**src/sv/adaptive_motion_level_classifier_defines.svh**
```systemverilog
// Assertion macros shared by the motion level classifier RTL.
`ifndef ADAPTIVE_MOTION_LEVEL_CLASSIFIER_DEFINES_SVH
`define ADAPTIVE_MOTION_LEVEL_CLASSIFIER_DEFINES_SVH

`ifndef SYNTHESIS

// Same-cycle implication, checked out of reset.
`define AMLC_ASSERT_IMPLY(lbl, clk, rst_n, ante, cons) \
	lbl: assert property (@(posedge clk) disable iff (!rst_n) (ante) |-> (cons)) \
		else $error("same-cycle implication violated");

// Next-cycle implication, checked out of reset.
`define AMLC_ASSERT_NEXT(lbl, clk, rst_n, ante, cons) \
	lbl: assert property (@(posedge clk) disable iff (!rst_n) (ante) |=> (cons)) \
		else $error("next-cycle implication violated");

// Invariant that holds at every edge out of reset.
`define AMLC_ASSERT_ALWAYS(lbl, clk, rst_n, cond) \
	lbl: assert property (@(posedge clk) disable iff (!rst_n) (cond)) \
		else $error("invariant violated");

`else

`define AMLC_ASSERT_IMPLY(lbl, clk, rst_n, ante, cons)
`define AMLC_ASSERT_NEXT(lbl, clk, rst_n, ante, cons)
`define AMLC_ASSERT_ALWAYS(lbl, clk, rst_n, cond)

`endif

`endif

```
**src/sv/amlc_pkg.sv**
```systemverilog
// Types and constants shared by the motion level classifier modules.
package amlc_pkg;

	// Q8 percentage and ring sum widths.
	localparam int PCT_W = 15;
	localparam int SUM_W = 19;
	localparam int FED_W = 5;
	localparam int CFG_IDX_W = 3;
	localparam int ITER_W = 5;
	localparam int PCT_FULL_N = 25600;

	localparam logic [PCT_W-1:0] PCT_FULL = 15'd25600;
	localparam logic [FED_W-1:0] FED_MAX = 5'd31;

	// Iteration counts of the shared divider.
	localparam logic [ITER_W-1:0] AVG_ITERS = 5'd19;
	localparam logic [ITER_W-1:0] FRAME_ITERS = 5'd15;

	// Register reset values.
	localparam logic [PCT_W-1:0] RST_WARMUP_LO = 15'd512;
	localparam logic [PCT_W-1:0] RST_WARMUP_HI = 15'd7680;
	localparam logic [PCT_W-1:0] RST_LOW_BAND = 15'd2560;
	localparam logic [7:0] RST_CALM_DIFF = 8'd30;
	localparam logic [PCT_W-1:0] RST_LO_FLOOR = 15'd256;
	localparam logic [PCT_W-1:0] RST_HI_CAP = 15'd24320;
	localparam logic [3:0] RST_WARMUP_FRAMES = 4'd3;

	// Request kinds.
	localparam logic ACT_FEED = 1'b0;
	localparam logic ACT_CLASSIFY = 1'b1;

	// Configuration register indexes.
	typedef enum logic [CFG_IDX_W-1:0] {
		CFG_WARMUP_LO,
		CFG_WARMUP_HI,
		CFG_LOW_BAND,
		CFG_CALM_DIFF,
		CFG_LO_FLOOR,
		CFG_HI_CAP,
		CFG_WARMUP_FRAMES
	} cfg_idx_t;

	// Motion levels.
	typedef enum logic [1:0] {
		LVL_NONE,
		LVL_LOW,
		LVL_MEDIUM,
		LVL_HIGH
	} level_t;

	// Controller states.
	typedef enum logic [2:0] {
		S_IDLE,
		S_THRESH,
		S_AVG_WAIT,
		S_FRAME,
		S_FRAME_WAIT,
		S_LEVEL,
		S_OUT
	} state_t;

	// Divider control from the controller.
	typedef struct packed {
		logic start;
		logic frame_mode;
	} div_ctl_t;

	// Divider status back to the controller.
	typedef struct packed {
		logic busy;
		logic done;
	} div_sts_t;

endpackage

```
**src/sv/amlc_serial_div.sv**
```systemverilog
// Restoring divider that retires one quotient bit per cycle.
module amlc_serial_div #(
	parameter int DVW = 24
) (
	input  logic                         clk,
	input  logic                         arst_n,
	input  amlc_pkg::div_ctl_t           ctl,
	input  logic [amlc_pkg::SUM_W-1:0]   dividend,
	input  logic [DVW-1:0]               rem_init,
	input  logic [DVW-1:0]               divisor,
	output amlc_pkg::div_sts_t           sts,
	output logic [amlc_pkg::PCT_W-1:0]   quotient
);
	import amlc_pkg::*;

	logic             busy_q;
	logic [ITER_W-1:0] cnt_q;
	logic [DVW-1:0]   rem_q;
	logic [DVW-1:0]   div_q;
	logic [SUM_W-1:0] sh_q;
	logic [PCT_W-1:0] quo_q;

	logic [DVW:0]     rem_sh;
	logic [DVW:0]     rem_sub;
	logic             ge;

	// One trial subtraction on the remainder with the next dividend bit.
	always_comb begin
		rem_sh = {rem_q, sh_q[SUM_W-1]};
		rem_sub = rem_sh - {1'b0, div_q};
		ge = (rem_sh >= {1'b0, div_q});
	end

	// Iteration counter and busy flag.
	always_ff @(posedge clk or negedge arst_n) begin
		if (!arst_n) begin
			busy_q <= 1'b0;
			cnt_q <= '0;
		end else if (ctl.start) begin
			busy_q <= 1'b1;
			cnt_q <= ctl.frame_mode ? FRAME_ITERS : AVG_ITERS;
		end else if (busy_q) begin
			if (cnt_q != '0) begin
				cnt_q <= cnt_q - 1'b1;
			end else begin
				busy_q <= 1'b0;
			end
		end
	end

	// Remainder, dividend shifter and quotient shifter.
	always_ff @(posedge clk) begin
		if (ctl.start) begin
			rem_q <= rem_init;
			div_q <= divisor;
			sh_q <= dividend;
			quo_q <= '0;
		end else if (busy_q && (cnt_q != '0)) begin
			rem_q <= ge ? rem_sub[DVW-1:0] : rem_sh[DVW-1:0];
			sh_q <= {sh_q[SUM_W-2:0], 1'b0};
			quo_q <= {quo_q[PCT_W-2:0], ge};
		end
	end

	assign sts.busy = busy_q;
	assign sts.done = busy_q && (cnt_q == '0);
	assign quotient = quo_q;

endmodule

```
**src/sv/adaptive_motion_level_classifier.sv**
```systemverilog
// Top level of the adaptive motion level classifier.
//
//  Channel | Handshake            | Payload
//  --------+----------------------+------------------------------------------------
//  item    | item_valid/stall     | action, sample_pct, chg_count, pix_count, diff_avg
//  result  | result_valid/stall   | level, frame_pct, avg_pct, lo_pct, hi_pct, warmup_left
//  cfg     | cfg_valid/cfg_ready  | cfg_index, cfg_data
//
// One request is worked at a time. A feed during warm-up does not use the divider; once
// thresholds adapt, a feed may run the ring mean and a classify may also run the frame share
// on the shared bit-serial divider: 19 iterations for the ring mean, 15 for the frame share.
// Reset clears the control state, the ring position, fill count and sum, and loads the
// register defaults. The ring contents are not cleared; the fill count guards them.
// A finished result waits in the output register while the next request is taken.
`include "adaptive_motion_level_classifier_defines.svh"

module adaptive_motion_level_classifier #(
	parameter int WINDOW = 10,
	parameter int PIXEL_COUNT_BITS = 24
) (
	input  logic                               clk,
	input  logic                               arst_n,
	// Item channel.
	input  logic                               item_valid,
	output logic                               item_stall,
	input  logic                               action,
	input  logic [amlc_pkg::PCT_W-1:0]         sample_pct,
	input  logic [PIXEL_COUNT_BITS-1:0]        chg_count,
	input  logic [PIXEL_COUNT_BITS-1:0]        pix_count,
	input  logic [7:0]                         diff_avg,
	// Result channel.
	output logic                               result_valid,
	input  logic                               result_stall,
	output logic [1:0]                         level,
	output logic [amlc_pkg::PCT_W-1:0]         frame_pct,
	output logic [amlc_pkg::PCT_W-1:0]         avg_pct,
	output logic [amlc_pkg::PCT_W-1:0]         lo_pct,
	output logic [amlc_pkg::PCT_W-1:0]         hi_pct,
	output logic [3:0]                         warmup_left,
	// Configuration channel.
	input  logic                               cfg_valid,
	output logic                               cfg_ready,
	input  logic [amlc_pkg::CFG_IDX_W-1:0]     cfg_index,
	input  logic [15:0]                        cfg_data
);
	import amlc_pkg::*;

	localparam int POS_W = (WINDOW > 1) ? $clog2(WINDOW) : 1;
	localparam int DW = PIXEL_COUNT_BITS + PCT_W;
	localparam logic [FED_W-1:0] WIN_N = FED_W'(WINDOW);
	localparam logic [POS_W-1:0] POS_LAST = POS_W'(WINDOW - 1);
	localparam logic [SUM_W-1:0] SUM_MAX = SUM_W'(WINDOW * PCT_FULL_N);

	// Configuration registers.
	logic [PCT_W-1:0] warmup_lo_q, warmup_hi_q, low_band_q, lo_floor_q, hi_cap_q;
	logic [7:0]       calm_diff_q;
	logic [3:0]       warmup_frames_q;

	// Ring of recent samples and its bookkeeping.
	logic [PCT_W-1:0] ring_q [WINDOW];
	logic [POS_W-1:0] pos_q;
	logic [FED_W-1:0] fed_q;
	logic [SUM_W-1:0] sum_q;

	// Captured request and work registers.
	state_t           state_q, state_d;
	logic             act_q;
	logic [PIXEL_COUNT_BITS-1:0] chg_q, tot_q;
	logic [7:0]       md_q;
	logic [PCT_W-1:0] avg_w_q, lo_w_q, hi_w_q, frame_w_q;
	logic [3:0]       left_w_q;
	level_t           level_w_q;

	// Output register.
	logic             res_valid_q;
	logic [1:0]       level_q;
	logic [PCT_W-1:0] frame_q, avg_q, lo_q, hi_q;
	logic [3:0]       left_q;

	// Divider hookup.
	div_ctl_t         div_ctl;
	div_sts_t         div_sts;
	logic [SUM_W-1:0] div_dividend;
	logic [PIXEL_COUNT_BITS-1:0] div_rem_init, div_divisor;
	logic [PCT_W-1:0] div_quo;

	// Control strobes and derived values.
	logic             accept, push_en, warm, thr_warm, thr_adapt;
	logic             frame_zero, frame_full, lvl_en, out_load, out_free;
	logic [FED_W-1:0] fill_n;
	logic [PCT_W-1:0] sample_clamp, a_val, lo_a, hi_a, warm_avg;
	logic [16:0]      a_x3;
	logic [15:0]      warm_sum;
	logic [DW-1:0]    prod;
	logic [SUM_W-1:0] sum_next;

	assign cfg_ready = 1'b1;
	assign accept = item_valid && !item_stall;
	assign out_free = !res_valid_q || !result_stall;

	// Configuration writes; an index beyond the list is dropped.
	always_ff @(posedge clk or negedge arst_n) begin
		if (!arst_n) begin
			warmup_lo_q <= RST_WARMUP_LO;
			warmup_hi_q <= RST_WARMUP_HI;
			low_band_q <= RST_LOW_BAND;
			calm_diff_q <= RST_CALM_DIFF;
			lo_floor_q <= RST_LO_FLOOR;
			hi_cap_q <= RST_HI_CAP;
			warmup_frames_q <= RST_WARMUP_FRAMES;
		end else if (cfg_valid && cfg_ready) begin
			unique case (cfg_index)
				CFG_WARMUP_LO:     warmup_lo_q <= cfg_data[PCT_W-1:0];
				CFG_WARMUP_HI:     warmup_hi_q <= cfg_data[PCT_W-1:0];
				CFG_LOW_BAND:      low_band_q <= cfg_data[PCT_W-1:0];
				CFG_CALM_DIFF:     calm_diff_q <= cfg_data[7:0];
				CFG_LO_FLOOR:      lo_floor_q <= cfg_data[PCT_W-1:0];
				CFG_HI_CAP:        hi_cap_q <= cfg_data[PCT_W-1:0];
				CFG_WARMUP_FRAMES: warmup_frames_q <= cfg_data[3:0];
				default: begin
				end
			endcase
		end
	end

	// Ring update values: clamp the sample and retire the oldest once full.
	always_comb begin
		sample_clamp = (sample_pct > PCT_FULL) ? PCT_FULL : sample_pct;
		sum_next = sum_q + SUM_W'(sample_clamp);
		if (fed_q >= WIN_N) begin
			sum_next = sum_next - SUM_W'(ring_q[pos_q]);
		end
	end

	// Threshold derivation from a mean or from the warm-up registers.
	always_comb begin
		warm = (fed_q < {1'b0, warmup_frames_q});
		fill_n = (fed_q < WIN_N) ? fed_q : WIN_N;
		a_val = (state_q == S_AVG_WAIT) ? div_quo : '0;
		lo_a = ({1'b0, a_val[PCT_W-1:1]} < lo_floor_q) ? lo_floor_q : {1'b0, a_val[PCT_W-1:1]};
		a_x3 = {2'b00, a_val} + {1'b0, a_val, 1'b0};
		hi_a = (a_x3[16:1] > {1'b0, hi_cap_q}) ? hi_cap_q : a_x3[PCT_W:1];
		warm_sum = {1'b0, warmup_lo_q} + {1'b0, warmup_hi_q};
		warm_avg = warm_sum[15:1];
	end

	// Frame product changed * 25600 and divider operands.
	always_comb begin
		prod = (DW'(chg_q) << 14) + (DW'(chg_q) << 13) + (DW'(chg_q) << 10);
		if (state_q == S_FRAME) begin
			div_rem_init = prod[DW-1:PCT_W];
			div_dividend = {prod[PCT_W-1:0], {(SUM_W - PCT_W){1'b0}}};
			div_divisor = tot_q;
		end else begin
			div_rem_init = '0;
			div_dividend = sum_q;
			div_divisor = PIXEL_COUNT_BITS'(fill_n);
		end
	end

	// Controller: next state and strobes.
	always_comb begin
		state_d = state_q;
		item_stall = (state_q != S_IDLE);
		push_en = 1'b0;
		thr_warm = 1'b0;
		thr_adapt = 1'b0;
		frame_zero = 1'b0;
		frame_full = 1'b0;
		lvl_en = 1'b0;
		out_load = 1'b0;
		div_ctl = '0;
		unique case (state_q)
			S_IDLE: begin
				if (item_valid) begin
					push_en = (action == ACT_FEED);
					state_d = S_THRESH;
				end
			end
			S_THRESH: begin
				if (warm) begin
					thr_warm = 1'b1;
					state_d = (act_q == ACT_CLASSIFY) ? S_FRAME : S_OUT;
				end else if (fill_n == '0) begin
					thr_adapt = 1'b1;
					state_d = (act_q == ACT_CLASSIFY) ? S_FRAME : S_OUT;
				end else begin
					div_ctl.start = 1'b1;
					state_d = S_AVG_WAIT;
				end
			end
			S_AVG_WAIT: begin
				if (div_sts.done) begin
					thr_adapt = 1'b1;
					state_d = (act_q == ACT_CLASSIFY) ? S_FRAME : S_OUT;
				end
			end
			S_FRAME: begin
				if (tot_q == '0) begin
					frame_zero = 1'b1;
					state_d = S_OUT;
				end else if (chg_q >= tot_q) begin
					frame_full = 1'b1;
					state_d = S_LEVEL;
				end else begin
					div_ctl.start = 1'b1;
					div_ctl.frame_mode = 1'b1;
					state_d = S_FRAME_WAIT;
				end
			end
			S_FRAME_WAIT: begin
				if (div_sts.done) begin
					state_d = S_LEVEL;
				end
			end
			S_LEVEL: begin
				lvl_en = 1'b1;
				state_d = S_OUT;
			end
			S_OUT: begin
				if (out_free) begin
					out_load = 1'b1;
					state_d = S_IDLE;
				end
			end
			default: state_d = S_IDLE;
		endcase
	end

	// State register and ring bookkeeping.
	always_ff @(posedge clk or negedge arst_n) begin
		if (!arst_n) begin
			state_q <= S_IDLE;
			pos_q <= '0;
			fed_q <= '0;
			sum_q <= '0;
		end else begin
			state_q <= state_d;
			if (push_en) begin
				pos_q <= (pos_q == POS_LAST) ? '0 : pos_q + 1'b1;
				sum_q <= sum_next;
				if (fed_q != FED_MAX) begin
					fed_q <= fed_q + 1'b1;
				end
			end
		end
	end

	// Ring storage, written at the current position.
	always_ff @(posedge clk) begin
		if (push_en) begin
			ring_q[pos_q] <= sample_clamp;
		end
	end

	// Captured request fields and work registers.
	always_ff @(posedge clk) begin
		if (accept) begin
			act_q <= action;
			chg_q <= chg_count;
			tot_q <= pix_count;
			md_q <= diff_avg;
			frame_w_q <= '0;
			level_w_q <= LVL_NONE;
		end
		if (thr_warm) begin
			avg_w_q <= warm_avg;
			lo_w_q <= warmup_lo_q;
			hi_w_q <= warmup_hi_q;
			left_w_q <= warmup_frames_q - fed_q[3:0];
		end
		if (thr_adapt) begin
			avg_w_q <= a_val;
			lo_w_q <= lo_a;
			hi_w_q <= hi_a;
			left_w_q <= '0;
		end
		if (frame_zero) begin
			frame_w_q <= '0;
		end
		if (frame_full) begin
			frame_w_q <= PCT_FULL;
		end
		if ((state_q == S_FRAME_WAIT) && div_sts.done) begin
			frame_w_q <= div_quo;
		end
		// Level decision; the order of the tests matters.
		if (lvl_en) begin
			priority if (frame_w_q < lo_w_q) begin
				level_w_q <= LVL_NONE;
			end else if (frame_w_q < low_band_q) begin
				level_w_q <= (md_q < calm_diff_q) ? LVL_LOW : LVL_MEDIUM;
			end else if (frame_w_q < hi_w_q) begin
				level_w_q <= LVL_MEDIUM;
			end else begin
				level_w_q <= LVL_HIGH;
			end
		end
	end

	// Output register valid flag.
	always_ff @(posedge clk or negedge arst_n) begin
		if (!arst_n) begin
			res_valid_q <= 1'b0;
		end else if (out_load) begin
			res_valid_q <= 1'b1;
		end else if (!result_stall) begin
			res_valid_q <= 1'b0;
		end
	end

	// Output register payload.
	always_ff @(posedge clk) begin
		if (out_load) begin
			level_q <= level_w_q;
			frame_q <= frame_w_q;
			avg_q <= avg_w_q;
			lo_q <= lo_w_q;
			hi_q <= hi_w_q;
			left_q <= left_w_q;
		end
	end

	assign result_valid = res_valid_q;
	assign level = level_q;
	assign frame_pct = frame_q;
	assign avg_pct = avg_q;
	assign lo_pct = lo_q;
	assign hi_pct = hi_q;
	assign warmup_left = left_q;

	// Shared serial divider for the ring mean and the frame share.
	amlc_serial_div #(
		.DVW(PIXEL_COUNT_BITS)
	) u_div (
		.clk(clk),
		.arst_n(arst_n),
		.ctl(div_ctl),
		.dividend(div_dividend),
		.rem_init(div_rem_init),
		.divisor(div_divisor),
		.sts(div_sts),
		.quotient(div_quo)
	);

	// An accepted request always leaves the idle state.
	`AMLC_ASSERT_NEXT(a_accept_busy, clk, arst_n, accept, state_q != S_IDLE)
	// The divider is started only from the two launch states and never while busy.
	`AMLC_ASSERT_IMPLY(a_div_start, clk, arst_n, div_ctl.start,
		!div_sts.busy && (state_q == S_THRESH || state_q == S_FRAME))
	// The ring sum never exceeds a full window of full-scale samples.
	`AMLC_ASSERT_ALWAYS(a_sum_bound, clk, arst_n, sum_q <= SUM_MAX)
	// The write position stays inside the ring.
	`AMLC_ASSERT_ALWAYS(a_pos_bound, clk, arst_n, pos_q <= POS_LAST)
	// Loading the output register presents a result next cycle.
	`AMLC_ASSERT_NEXT(a_out_load, clk, arst_n, out_load, result_valid)

endmodule
```
**config.mk**
```make
export PLATFORM = sky130hd
export DESIGN_NAME = adaptive_motion_level_classifier
export DESIGN_NICKNAME = d
export VERILOG_FILES = /design/src/sv/amlc_pkg.sv /design/src/sv/amlc_serial_div.sv /design/src/sv/adaptive_motion_level_classifier.sv
export VERILOG_INCLUDE_DIRS = /design/src /design/src/sv
export SDC_FILE = /design/constraint.sdc
export NUM_CORES = 1
export LEC_CHECK = 0
export ABC_CLOCK_PERIOD_IN_PS = 7300
export BUFFER_PORTS_ARGS = -buffer_cell sky130_fd_sc_hd__buf_4
export CELL_PAD_IN_SITES_DETAIL_PLACEMENT = 1
export CELL_PAD_IN_SITES_GLOBAL_PLACEMENT = 1
export CORE_ASPECT_RATIO = 0.9
export CORE_UTILIZATION = 35
export DETAILED_ROUTE_END_ITERATION = 7
export PLACE_DENSITY = 0.67
export SLEW_MARGIN = 25
export SYNTH_ARGS = -nofsm -noshare
export SYNTH_HDL_FRONTEND = slang
export SYNTH_SLANG_ARGS = --single-unit
export TNS_END_PERCENT = 10
```
**constraint.sdc**
```tcl
create_clock -name clk -period 7.3 [get_ports clk]
set_input_delay 1.46 -clock clk [delete_from_list [all_inputs] [get_ports clk]]
set_output_delay 1.46 -clock clk [all_outputs]
set_load 0.01 [all_outputs]
```
* Word-level counts from Yosys, hierarchy flattened
Memories as Yosys holds them, arrays and structs flattened. Cells that the tools add are included. W data, S select, Z words.
Storage, ports and cells: bits in registers 396, RAM bits 150, word-level logic and storage cells 184, memories kept 1, output and inout port bits 69, bits of input ports 96
Memory list:
- ring_q | depth 10, width 15, read ports 1, clocked after Yosys merged registers in 0, write ports 1, RTL line adaptive_motion_level_classifier.sv:60 | logic [PCT_W-1:0] ring_q [WINDOW];
Operators by class: reduce and logical (&&, ||, !) cells 31, muxes and demuxes 74, bitwise gates (word level) 1, equality and inequality tests 19, $add $sub $neg 11, magnitude comparators 12
Operator list (number):
- $mux W15 | 14
- $mux W24 | 4
- $mux W19 | 4
- $lt A15 B15 Y1 | 3
- $add A38 B37 Y39 | 1
- $add A39 B34 Y39 | 1
- $mux W5 | 6
- $mux W1 | 27
- $ge A25 B24 Y1 | 1
- $ge A24 B24 Y1 | 1
- $logic_not A24 Y1 | 1
- $mux W3 | 8
- $sub A24 B24 Y24 | 1
- $pmux W3 S7 | 1
- $add A19 B15 Y19 | 1
- $sub A19 B15 Y19 | 1
- $eq A3 B3 Y1 const B | 6
- $reduce_and A2 Y1 | 9
- $add A15 B16 Y17 | 1
- $add A15 B15 Y16 | 1
- $gt A16 B15 Y1 | 1
- $gt A15 B15 Y1 const B | 1
- $lt A14 B15 Y1 | 1
- $mux W2 | 7
- 27 further kinds | 46

* Depth between registers and ports, before layout
Gate-level depths: netlist of run 1.
word-level depth 8, depth in mapped cells 25, gate-level depth less buffers 23

* Hierarchy
Synthesis of run 1 repeated with hierarchy kept, for this count alone.
Second synthesis, totals: cells, all modules 2538, area total of the unflattened synthesis 29688.5 um2
By module, submodules not included:
- adaptive_motion_level_classifier | instances 1, area each 24783.8 um2, seq. area each 13142.6 um2, cells each 2081
- amlc_serial_div | instances 1, area each 4904.7 um2, seq. area each 2462.4 um2, cells each 457

* Worst setup path after synthesis of run 1
No wires, ideal clock.
path kind input-to-reg, start in sample_pct[6] in the netlist's numbering, end reg sum_q[18], arrival time 6014 ps, path slack 1164 ps, stages on the path 21, data required time 7178 ps, path buffers 1, path through or4_1 o41ai_1 a21oi_1 clkbuf_1 nor2b_1 ha_1 a21oi_1 o2111a_1 nor2_1 nor2_1 xnor2_1 ha_1 or2_2 a21oi_1 a21oi_1 or2_2 a31o_1 a21oi_1 o2111ai_1 o311a_2 xnor2_2
On the way: cells in the longest elaborated chain, start to end 5
RTL lines:
- from (decl) | RTL line adaptive_motion_level_classifier.sv:27 | input logic [amlc_pkg::PCT_W-1:0] sample_pct,
- $gt A15 B15 Y1 (*) | RTL line adaptive_motion_level_classifier.sv:128 | sample_clamp = (sample_pct > PCT_FULL) ? PCT_FULL : sample_pct;
- $mux W15 (*) | RTL line adaptive_motion_level_classifier.sv:128
- named net sample_clamp[1] | RTL line adaptive_motion_level_classifier.sv:91 | logic [PCT_W-1:0] sample_clamp, a_val, lo_a, hi_a, warm_avg;
- $add A19 B15 Y19 (*) | RTL line adaptive_motion_level_classifier.sv:129 | sum_next = sum_q + SUM_W'(sample_clamp);
- $sub A19 B15 Y19 | RTL line adaptive_motion_level_classifier.sv:131 | sum_next = sum_next - SUM_W'(ring_q[pos_q]);
- $mux W19 (*) | RTL line adaptive_motion_level_classifier.sv:130 | if (fed_q >= WIN_N) begin
- to (signal assigned) | RTL line adaptive_motion_level_classifier.sv:241 | sum_q <= sum_next;
- to (decl) | RTL line adaptive_motion_level_classifier.sv:63 | logic [SUM_W-1:0] sum_q;
The timed path passes the listed nets; every way through them passes the cells marked *. A chain may end at the register's enable or synchronous reset.

* Worst setup path in the final report of run 1
start reg state_q[1], end reg hi_w_q[2], data pin
On the way: cells in the longest elaborated chain, start to end 6, elaborated cells between the ends (all ways) 8, those cells by class add/sub (1); order compare (1); eq/ne (2); mux (4)
RTL lines:
- from (decl) | RTL line adaptive_motion_level_classifier.sv:66 | state_t state_q, state_d;
- from (signal assigned) | RTL line adaptive_motion_level_classifier.sv:238 | state_q <= state_d;
- $eq A3 B2 Y1 | RTL line adaptive_motion_level_classifier.sv:139, adaptive_motion_level_classifier.sv:173
- $mux W15 | RTL line adaptive_motion_level_classifier.sv:139 | a_val = (state_q == S_AVG_WAIT) ? div_quo : '0;
- $add A15 B16 Y17 | RTL line adaptive_motion_level_classifier.sv:141 | a_x3 = {2'b00, a_val} + {1'b0, a_val, 1'b0};
- $gt A16 B15 Y1 | RTL line adaptive_motion_level_classifier.sv:142 | hi_a = (a_x3[16:1] > {1'b0, hi_cap_q}) ? hi_cap_q : a_x3[PCT_W:1];
- $mux W15 | RTL line adaptive_motion_level_classifier.sv:142
- $mux W15 (*) | RTL line adaptive_motion_level_classifier.sv:272 | if (thr_adapt) begin
- to (signal assigned) | RTL line adaptive_motion_level_classifier.sv:269 | hi_w_q <= warmup_hi_q;
- to (signal assigned) | RTL line adaptive_motion_level_classifier.sv:275 | hi_w_q <= hi_a;
- to (decl) | RTL line adaptive_motion_level_classifier.sv:70 | logic [PCT_W-1:0] avg_w_q, lo_w_q, hi_w_q, frame_w_q;
Every way passes the cells marked *; elsewhere a longest branch is shown, timed or not.

==> run summary, run 1 <==
status -> completed
CTS clock-pin slew for the worst setup and hold paths -> 60 ps
max-slew violations -> 0
register area -> 15600 um2
#FFs+latches synth -> 546
RSZ-0062 raised after global routing -> false
worst skew pair latency -> 660 ps
hold_ws -> 421 ps
maximum VDD drop -> 0.246 mV
largest net degree at the start of global routing -> 69
Static Leakage -> 14.2 nW
vias in the first global route -> 21900
layout cells sized above 1 -> 0.169
Tmin final -> 6260 ps
final global-route overflow total -> 0
Layout area overhead -> 16.2%
# diodes -> 0
PwrDens -> 408 nW/um2
gpl congestion -> 0.843
Post-Synthesis Cells -> 2528
die height -> 278 um
syn_area_per_cell -> 11.7 um2
initial core utilization -> 0.355
async set or reset register ratio after synthesis -> 0.229
drt first pass iters -> 5
Setup-failing EPs final -> 0
Syn Nets -> 2873
post-cts sizing count -> 0
f_max -> 0.160 GHz
Cell Area, Synth -> 29600 um2
clock skew -> 35.6 ps
CTS Hold Buffers Added -> 0
Avg Vias per Cell -> 5.21
crit path kind -> register to register
Initial DRC Count -> 1140
TritonCTS Buffers -> 59
Post-synth EDFFs -> 402
commonest cells in the netlist -> 402 x edfxtp_1, 266 x nand2_1, 222 x ha_1
Post-layout nets -> 3056
DP Wirelength -> 60000 um
DR vias -> 20200
layout filler cell count -> 8946
Worst EP required -> 7700 ps
CTS tree -> yes
initial antenna violation count -> 3
Place WS -> 458 ps
core area -> 83200 um2
slowest stage delay, CP -> 680 ps
drt wl/cell -> 20.7 um
setup repair bufs after CTS -> 0
Final Hold Viols -> 0
Num Clock Sinks -> 546
Yosys top cell area share -> 0.408
Port Buffer Count -> 162
Most used DFF post-synth -> edfxtp_1
max_cap viols -> 0
final WL -> 80500 um
Worst Max-Slew Pin Slew -> 1000 ps
max_slew headroom -> 0.327
Clock H-tree levels -> 2
Final period util -> 0.857
hold crit path type -> register to register
clk buf depth -> 3
Yosys cell types -> 89
CP Capture Type -> register
Die X-Extent -> 308 um
global-route wire length before repair -> 126000 um
Synth Warn # -> 0
largest area contributor in the netlist -> edfxtp_1
DRT antenna net count -> 0
most frequent cell after synthesis -> edfxtp_1
sequential area share after synthesis -> 0.528
num ports -> 165
WP data arrival -> 6650 ps
Fin Setup TNS -> 0 ps
row count -> 100
Remaining DRCs -> 0
Overall Global Routing Usage -> 0.189
Critical Path Fanout Max -> 17
setup ws final -> 1040 ps
leading post-synthesis cells by cell area -> edfxtp_1 41%, ha_1 9.4%, dfrtp_1 8.9%
root buffer selected by CTS -> clkbuf_16
die area -> 85600 um2
multi-input gate area in the final layout -> 13100 um2
Worst path slowest cell -> dfrtp_1
CP Launch Type -> register
-- layout make-up --
cell class,instances,share of cell area
Clock buffer,74,0.0464
Tap cell,1122,0.0409
Timing Repair Buffer,204,0.0450
Multi-Input combinational cell,1714,0.381
Clock inverter,35,0.0122
Inverter,186,0.0203
Sequential cell,546,0.455
-- final timing paths --
| path | start | end | slack [ps] | depth (start not counted) |
|---|---|---|---|---|
| worst min-delay path | avg_w_q[10]$_DFFE_PP_ | avg_pct[10]$_DFFE_PP_ | 420 | 0 |
| worst max register to register | state_q[1]$_DFFE_PN0P_ | hi_w_q[2]$_DFFE_PP_ | 1040 | 25 |
| worst min register to register | avg_w_q[10]$_DFFE_PP_ | avg_pct[10]$_DFFE_PP_ | 420 | 0 |
| min in group asynchronous | arst_n | warmup_lo_q[12]$_DFFE_PN0P_ | 810 | 1 |
| max in group asynchronous | arst_n | pos_q[0]$_DFFE_PN0P_ | 5040 | 2 |
| worst max-delay path | state_q[1]$_DFFE_PN0P_ | hi_w_q[2]$_DFFE_PP_ | 1040 | 25 |
-- registers in the layout, summed over array words and instances (netlist names), 19 cells and up --
signal and cells:
chg_q 24, u_div.rem_q 24, tot_q 24, sum_q 19
u_div.div_q 24, ring_q 150, u_div.sh_q 19
-- kinds of logic after synthesis --
kind of cell             share of synthesized area
multiplexers                                0.0696
AND/OR/NAND/NOR                              0.104
other                                     0.000127
adder cells (fa/ha/maj)                      0.112
flip-flops                                   0.528
XOR/XNOR                                    0.0283
buffers and inverters                       0.0353
AO/OA/AOI/OAI                                0.122
-- per-stage QoR --
stage,std cells,power [W],area [um2],util
floorplan,2528,0.00918,29600,-
global placement,3770,0.0106,32300,0.388
detailed placement,3771,0.0110,32300,0.388
CTS,3880,0.0141,34300,0.412
global route,3881,0.0150,34300,0.413
finish,3881,0.0140,34300,0.413
-- cells in the final DEF (no fill, tap or decap), types with 42 or more instances in the layout --
cell type and n:
edfxtp_1 402, nand2_1 265, ha_1 222, buf_4 201, inv_1 184, o21ai_0 131, nor2_1 113, a21oi_1 104
dfrtp_1 104, a21o_1 78, mux2i_1 66, xnor2_1 64, mux2_2 61, clkbuf_16 60, o21ai_1 42
-- where the power goes --
group | switching [W] | leakage (nW) | internal, W
clock | 0.00131 | 0.972 | 0.00178
sequential | 0.000567 | 5.35 | 0.00427
combinational | 0.00350 | 7.90 | 0.00258
total | 0.00538 | 14.2 | 0.00862
-- critical path: cells and delay by family (launching register included) --
| family | cells | cell delay (ps) |
|---|---|---|
| AO/OA/AOI/OAI | 8 | 1510 |
| AND/OR/NAND/NOR | 10 | 2020 |
| flip-flops | 1 | 680 |
| buffers and inverters | 3 | 520 |
| adder cells (fa/ha/maj) | 3 | 970 |
| multiplexers | 1 | 260 |
-- routing by layer --
layer,track usage,part of all wire
met5,0,0
met4,0.0459,0.019
met3,0.0226,0.038
met2,0.324,0.49
met1,0.254,0.45
(Power assumes the default switching activity.)
==> inputs of run 2 (changes only) <==
- ABC_AREA: default -> 1
- PLACE_DENSITY: 0.67 -> default
- PLACE_DENSITY_LB_ADDON: default -> 0.1
==> run summary, run 2 <==
# diodes -> 0 (unchanged)
Post-synth EDFFs -> 402 (unchanged)
#FFs+latches synth -> 546 (unchanged)
Post-Synthesis Cells -> 3074 (was 2528)
initial core utilization -> 0.353 (was 0.355)
Reg power frac -> 0.449 (was 0.345)
multiplexer share of the synthesized area -> 0.000673 (was 0.0696)
core area -> 84300 um2 (was 83200 um2)
Clock power frac -> 0.420 (was 0.220)
num ports -> 165 (unchanged)
Critical Path Fanout Max -> 16 (was 17)
crit-path cells -> nor3_2, inv_1, nor2_1, inv_1, fa_1, nor3_1, nor2_1, o21ai_0, a21oi_1, o21ai_0, xor2_1, inv_1, ha_1, nand2_1, nor2_1, nand4_2, nand2_4, nand2_1, nand3_1, nand2_1
row count -> 101 (was 100)
sequential area share after synthesis -> 0.524 (was 0.528)
max_cap viols -> 0 (unchanged)
Syn Nets -> 3419 (was 2873)
status -> completed (unchanged)
RSZ-0062 raised after global routing -> false (unchanged)
gpl congestion -> 0.891 (was 0.843)
f_max -> 0.180 GHz (was 0.160 GHz)
Synth Warn # -> 0 (unchanged)
DP Wirelength -> 71800 um (was 60000 um)
commonest cells in the netlist -> 589 x nand2_1, 402 x edfxtp_1, 378 x inv_1 (was 402 x edfxtp_1, 266 x nand2_1, 222 x ha_1)
max_slew headroom -> 0.311 (was 0.327)
leading post-synthesis cells by cell area -> edfxtp_1 41%, ha_1 9.3%, dfrtp_1 8.8% (was edfxtp_1 41%, ha_1 9.4%, dfrtp_1 8.9%)
drt wl/cell -> 21.4 um (was 20.7 um)
most frequent cell after synthesis -> nand2_1 (was edfxtp_1)
largest net degree at the start of global routing -> 67 (was 69)
max reg flops -> 150 (unchanged)
Most flops, register -> ring_q (unchanged)
post-cts sizing count -> 0 (unchanged)
most frequent cells in the layout -> 584 x nand2_1, 402 x edfxtp_1, 378 x inv_1, 234 x o21ai_0, 225 x a21oi_1 (was 402 x edfxtp_1, 265 x nand2_1, 222 x ha_1, 201 x buf_4, 184 x inv_1)
vias in the first global route -> 23900 (was 21900)
Worst EP required -> 7640 ps (was 7700 ps)
Remaining DRCs -> 0 (unchanged)
Crit path buffers/inverters -> 3 (unchanged)
drt first pass iters -> 5 (unchanged)
WP data arrival -> 5910 ps (was 6650 ps)
initial antenna violation count -> 6 (was 3)
largest family of logic cells by synthesized area -> simple AND/OR/NAND/NOR gates (was compound AO/OA/AOI/OAI gates)
crit path kind -> register to register (unchanged)
TritonCTS Buffers -> 67 (was 59)
Area after DPL -> 32300 um2 (about the same)
Tmin final -> 5560 ps (was 6260 ps)
Worst path slowest cell -> fa_1 (was dfrtp_1)
Cell Int Power -> 0.00577 W (was 0.00862 W)
CP Capture Type -> register (unchanged)
Worst Max-Slew Pin Slew -> 1030 ps (was 1000 ps)
PwrDens -> 228 nW/um2 (was 408 nW/um2)
post-layout util -> 0.409 (was 0.413)
CP top delay family -> simple AND/OR/NAND/NOR gates (unchanged)
Net Sw Power -> 0.00210 W (was 0.00538 W)
Clock H-tree levels -> 3 (was 2)
root buffer selected by CTS -> clkbuf_16 (unchanged)
Num Clock Sinks -> 546 (unchanged)
hold crit path type -> register to register (unchanged)
Avg Vias per Cell -> 5.12 (was 5.21)
CTS clock-pin slew for the worst setup and hold paths -> 50 ps (was 60 ps)
Yosys top cell area share -> 0.406 (was 0.408)
Fin Setup TNS -> 0 ps (unchanged)
DR vias -> 22700 (was 20200)
Port Buffer Count -> 162 (unchanged)
CTS Hold Buffers Added -> 0 (unchanged)
layout cells sized above 1 -> 0.116 (was 0.169)
final instance area -> 34500 um2 (was 34300 um2)
Static Leakage -> 14.6 nW (was 14.2 nW)
layout filler cell count -> 9546 (was 8946)
Yosys cell types -> 72 (was 89)
Cell Area, Synth -> 29800 um2 (was 29600 um2)
Setup-failing EPs final -> 0 (unchanged)
die area -> 86200 um2 (was 85600 um2)
Synth Area in Compound Gates -> 0.124 (was 0.122)
Post-layout nets -> 3593 (was 3056)
Initial DRC Count -> 1260 (was 1140)
maximum VDD drop -> 0.206 mV (was 0.246 mV)
max-slew violations -> 0 (unchanged)
adder-cell share of the synthesized area -> 0.111 (was 0.112)
Layout area overhead -> 15.9% (was 16.2%)
clock skew -> 16.0 ps (was 35.6 ps)
final WL -> 95100 um (was 80500 um)
Final Hold Viols -> 0 (unchanged)
Switching Share -> 0.266 (was 0.384)
die height -> 279 um (was 278 um)
worst skew pair latency -> 610 ps (was 660 ps)
Die X-Extent -> 309 um (was 308 um)
Most used DFF post-synth -> edfxtp_1 (unchanged)
syn_area_per_cell -> 9.68 um2 (was 11.7 um2)
xor-xnor portion of the synthesized cell area -> 0.0230 (was 0.0283)
CTS tree -> yes (unchanged)
Final period util -> 0.762 (was 0.857)
DRT antenna net count -> 0 (unchanged)
global-route wire length before repair -> 146000 um (was 126000 um)
largest area contributor in the netlist -> edfxtp_1 (unchanged)
setup repair bufs after CTS -> 0 (unchanged)
clk buf depth -> 3 (unchanged)
async set or reset register ratio after synthesis -> 0.229 (unchanged)
final global-route overflow total -> 0 (unchanged)
Simple-Gate Fraction of Synth Area -> 0.155 (was 0.104)
CP Launch Type -> register (unchanged)
Comb power frac -> 0.130 (was 0.434)
Overall Global Routing Usage -> 0.223 (was 0.189)
most common cell after layout, fill and taps aside -> nand2_1 (was edfxtp_1)
slowest stage delay, CP -> 530 ps (was 680 ps)
## run 2: cell types whose count changed in the layout (fill, tap and decap cells not counted), moves of 38 or more
cell	change
a21oi_1	+121
mux2i_1	-64
mux2_2	-61
a21o_1	-76
o21ai_0	+103
a22oi_1	+39
nand3_1	+99
and2_1	-38
nand2_1	+319
nor2_1	+101
inv_1	+194
nor2b_1	-40
## run 2: kinds of logic (layout without fill, tap and decap cells)
kind of cell	after synthesis	count (layout)
AND/OR/NAND/NOR	1077	1077
AO/OA/AOI/OAI	650	650
flip-flops	546	546
buffers and inverters	471	700
adder cells (fa/ha/maj)	249	249
XOR/XNOR	78	78
multiplexers	2	2
other	1	1
## run 2: power groups by stage
stage	Clock, W	Sequential, W	Combinational, W
final	0.00331	0.00354	0.00102
after CTS	0.00340	0.00354	0.00103
after global routing	0.00349	0.00355	0.00116
after global placement	0	0.00360	0.000980
after floorplan	0	0.00357	0.000684
after detailed placement	0	0.00360	0.00102
## run 2: cell type report
class / instances / area, um2 / area share
clock buffers: 96 / 1920 / 0.0556
clock inverters: 28 / 249 / 0.00721
inverters: 393 / 1480 / 0.0429
multi-input cells: 2057 / 12500 / 0.361
flip-flops and latches: 546 / 15600 / 0.452
well taps: 1133 / 1420 / 0.0411
repair buffers: 183 / 1380 / 0.0399
## run 2: layer usage
| metal | up-vias | global-route usage | share of wire | routed length, um |
|---|---|---|---|---|
| li1 | 10900 | - | - | - |
| met1 | 11300 | 0.318 | 0.49 | 46200 |
| met2 | 357 | 0.360 | 0.46 | 43800 |
| met3 | 111 | 0.0244 | 0.033 | 3160 |
| met4 | 2 | 0.0550 | 0.020 | 1920 |
| met5 | - | 0 | 0.00014 | 13 |
## run 2: through the flow
stage	instances	hold slack, ps	power (W)	setup WS (ps)
floorplan	3074	400	0.00425	1950
global placement	4312	405	0.00458	1400
detailed placement	4312	410	0.00462	1230
CTS	4436	423	0.00797	1680
global route	4436	426	0.00820	1270
finish	4436	420	0.00787	1740
## run 2: path summary, 6_finish.rpt
kind | from | end | slack, ps | cells after the start
min reg2reg | avg_w_q[2]$_DFFE_PP_ | avg_pct[2]$_DFFE_PP_ | 420 | 0
min in group asynchronous | arst_n | pos_q[2]$_DFFE_PN0P_ | 860 | 1
min | avg_w_q[2]$_DFFE_PP_ | avg_pct[2]$_DFFE_PP_ | 420 | 0
max | state_q[2]$_DFFE_PN0P_ | hi_w_q[2]$_DFFE_PP_ | 1740 | 20
max reg2reg | state_q[2]$_DFFE_PN0P_ | hi_w_q[2]$_DFFE_PP_ | 1740 | 20
max in group asynchronous | arst_n | sum_q[13]$_DFFE_PN0P_ | 5100 | 2
==> inputs of run 3 (changes only) <==
- ABC_CLOCK_PERIOD_IN_PS: 7300 -> 5100
- clock period: 7.3 -> 5.1 ns (I/O delays scaled with it)
==> run summary, run 3 (same netlist as run 2, synthesis figures left out) <==
# diodes -> 0 (unchanged)
Worst setup startpoint -> state_q[0]$_DFFE_PN0P_ (was state_q[2]$_DFFE_PN0P_)
Area after DPL -> 32900 um2 (was 32300 um2)
CTS tree -> yes (unchanged)
Fin Setup TNS -> 0 ps (unchanged)
global-route wire length before repair -> 148000 um (was 146000 um)
Worst R2R End -> hi_w_q[4]$_DFFE_PP_ (was hi_w_q[2]$_DFFE_PP_)
Static Leakage -> 15.0 nW (was 14.6 nW)
crit-path cells -> nor3_4, inv_1, nor2_1, inv_1, fa_1, nor3_1, nor2_1, o21ai_1, a21oi_1, o21ai_0, xor2_1, buf_4, inv_1, ha_1, nand2_1, nor2_1, a211o_1, a31oi_4, nand2_4, nand2_4, nand2_1, nand3_1, nand2_1 (was nor3_2, inv_1, nor2_1, inv_1, fa_1, nor3_1, nor2_1, o21ai_0, a21oi_1, o21ai_0, xor2_1, inv_1, ha_1, nand2_1, nor2_1, nand4_2, nand2_4, nand2_1, nand3_1, nand2_1)
Avg Vias per Cell -> 5.10 (was 5.12)
WP data arrival -> 5080 ps (was 5910 ps)
Worst EP required -> 5450 ps (was 7640 ps)
Reg2Reg Depth -> 23 (was 20)
Final Hold Viols -> 0 (unchanged)
Most flops, register -> ring_q (unchanged)
Worst R2R Setup Slack -> 370 ps (was 1740 ps)
final instance area -> 35100 um2 (was 34500 um2)
max_slew headroom -> 0.315 (was 0.311)
final WL -> 97200 um (was 95100 um)
non-filler cells in the finished layout -> 4516 (was 4436)
die area -> 86200 um2 (unchanged)
root buffer selected by CTS -> clkbuf_16 (unchanged)
f_max -> 0.212 GHz (was 0.180 GHz)
DP Wirelength -> 74100 um (was 71800 um)
slowest stage delay, CP -> 520 ps (was 530 ps)
Tmin final -> 4730 ps (was 5560 ps)
Worst Max-Slew Pin Slew -> 1020 ps (was 1030 ps)
vias in the first global route -> 24600 (was 23900)
most common cell after layout, fill and taps aside -> nand2_1 (unchanged)
post-layout util -> 0.417 (was 0.409)
max_cap viols -> 0 (unchanged)
core area -> 84300 um2 (unchanged)
Remaining DRCs -> 0 (unchanged)
gpl congestion -> 0.885 (was 0.891)
Final period util -> 0.927 (was 0.762)
RSZ-0062 raised after global routing -> false (unchanged)
num ports -> 165 (unchanged)
Critical Path Fanout Max -> 10 (was 16)
maximum VDD drop -> 0.265 mV (was 0.206 mV)
DR vias -> 23000 (was 22700)
clk buf depth -> 3 (unchanged)
hold crit path type -> register to register (unchanged)
max-slew violations -> 0 (unchanged)
CTS clock-pin slew for the worst setup and hold paths -> 60 ps (was 50 ps)
Setup-failing EPs final -> 0 (unchanged)
drt wl/cell -> 21.5 um (was 21.4 um)
Initial DRC Count -> 1324 (was 1260)
layout cells sized above 1 -> 0.139 (was 0.116)
Crit. path cell count -> 23 (was 20)
setup ws final -> 375 ps (was 1740 ps)
Layout area overhead -> 18.0% (was 15.9%)
Reg-to-Reg Start -> state_q[0]$_DFFE_PN0P_ (was state_q[2]$_DFFE_PN0P_)
CP endpoint -> hi_w_q[4]$_DFFE_PP_ (was hi_w_q[2]$_DFFE_PP_)
status -> completed (unchanged)
row count -> 101 (unchanged)
Worst path slowest cell -> fa_1 (unchanged)
crit path kind -> register to register (unchanged)
drt first pass iters -> 5 (unchanged)
Num Clock Sinks -> 546 (unchanged)
die height -> 279 um (unchanged)
worst skew pair latency -> 620 ps (was 610 ps)
DRT antenna net count -> 0 (unchanged)
TritonCTS Buffers -> 67 (unchanged)
Post-layout nets -> 3674 (was 3593)
initial core utilization -> 0.353 (unchanged)
Overall Global Routing Usage -> 0.228 (was 0.223)
setup repair bufs after CTS -> 0 (unchanged)
most frequent cells in the layout -> 585 x nand2_1, 402 x edfxtp_1, 378 x inv_1, 260 x buf_4, 233 x o21ai_0 (was 584 x nand2_1, 402 x edfxtp_1, 378 x inv_1, 234 x o21ai_0, 225 x a21oi_1)
Clock H-tree levels -> 3 (unchanged)
Crit path buffers/inverters -> 4 (was 3)
CP top delay family -> simple AND/OR/NAND/NOR gates (unchanged)
CP Launch Type -> register (unchanged)
Place WS -> -69.4 ps (was 1230 ps)
largest net degree at the start of global routing -> 68 (was 67)
initial antenna violation count -> 8 (was 6)
Die X-Extent -> 309 um (unchanged)
final global-route overflow total -> 0 (unchanged)
CP Capture Type -> register (unchanged)
Port Buffer Count -> 162 (unchanged)
PwrDens -> 324 nW/um2 (was 228 nW/um2)
dpl cells -> 4393 (was 4312)
clock skew -> 33.5 ps (was 16.0 ps)
max reg flops -> 150 (unchanged)
run 3: cell count changes in the layout (fill, tap and decap cells not counted), moves of 3 or more:
| cell | change |
|---|---|
| clkbuf_1 | -5 |
| clkbuf_8 | -4 |
| clkinvlp_4 | +3 |
| buf_12 | +3 |
| nor2_2 | +4 |
| clkbuf_16 | -3 |
| inv_6 | +4 |
| buf_4 | +78 |
| nor2_4 | -6 |
| bufinv_16 | +3 |
run 3: layout make-up:
class / instances / area (um2)
timing repair buffer: 264 / 2020
tap: 1133 / 1420
multi-input combinational: 2057 / 12400
clock inverter: 39 / 399
fill: 9536 / 49200
sequential: 546 / 15600
inverter: 393 / 1480
clock buffer: 84 / 1770
run 3: how the worst min path moves through the flow:
stage,start,end,slack (ps),cells after the start
finish,avg_w_q[9]$_DFFE_PP_,avg_pct[9]$_DFFE_PP_,410,0
global placement,avg_w_q[12]$_DFFE_PP_,avg_pct[12]$_DFFE_PP_,400,0
detailed placement,avg_w_q[12]$_DFFE_PP_,avg_pct[12]$_DFFE_PP_,410,0
global route,avg_w_q[11]$_DFFE_PP_,avg_pct[11]$_DFFE_PP_,420,0
CTS,avg_w_q[9]$_DFFE_PP_,avg_pct[9]$_DFFE_PP_,420,0
floorplan,avg_w_q[0]$_DFFE_PP_,avg_pct[0]$_DFFE_PP_,400,0
run 3: through the flow:
stage               hold WS [ps]  power (W)
global route                 425     0.0119
detailed placement           408    0.00671
global placement             405    0.00663
finish                       411     0.0114
CTS                          420     0.0115
floorplan                    400    0.00609
run 3: timing repair:
action,in CTS,in global routing
setup endpoints to repair,0,15
hold buffers,0,0
gates resized for setup,0,9
endpoints found under the hold margin,0,0
run 3: power breakdown:
| group | switching [W] | internal [W] |
|---|---|---|
| Combinational | 0.000964 | 0.000588 |
| Sequential | 0.000118 | 0.00495 |
| Clock | 0.00197 | 0.00279 |
run 3: layer usage:
metal	track usage	vias up	share of wire
li1	-	11100	-
met1	0.314	11400	0.47
met2	0.364	404	0.46
met3	0.0353	157	0.040
met4	0.0763	8	0.031
met5	0	-	0.00051
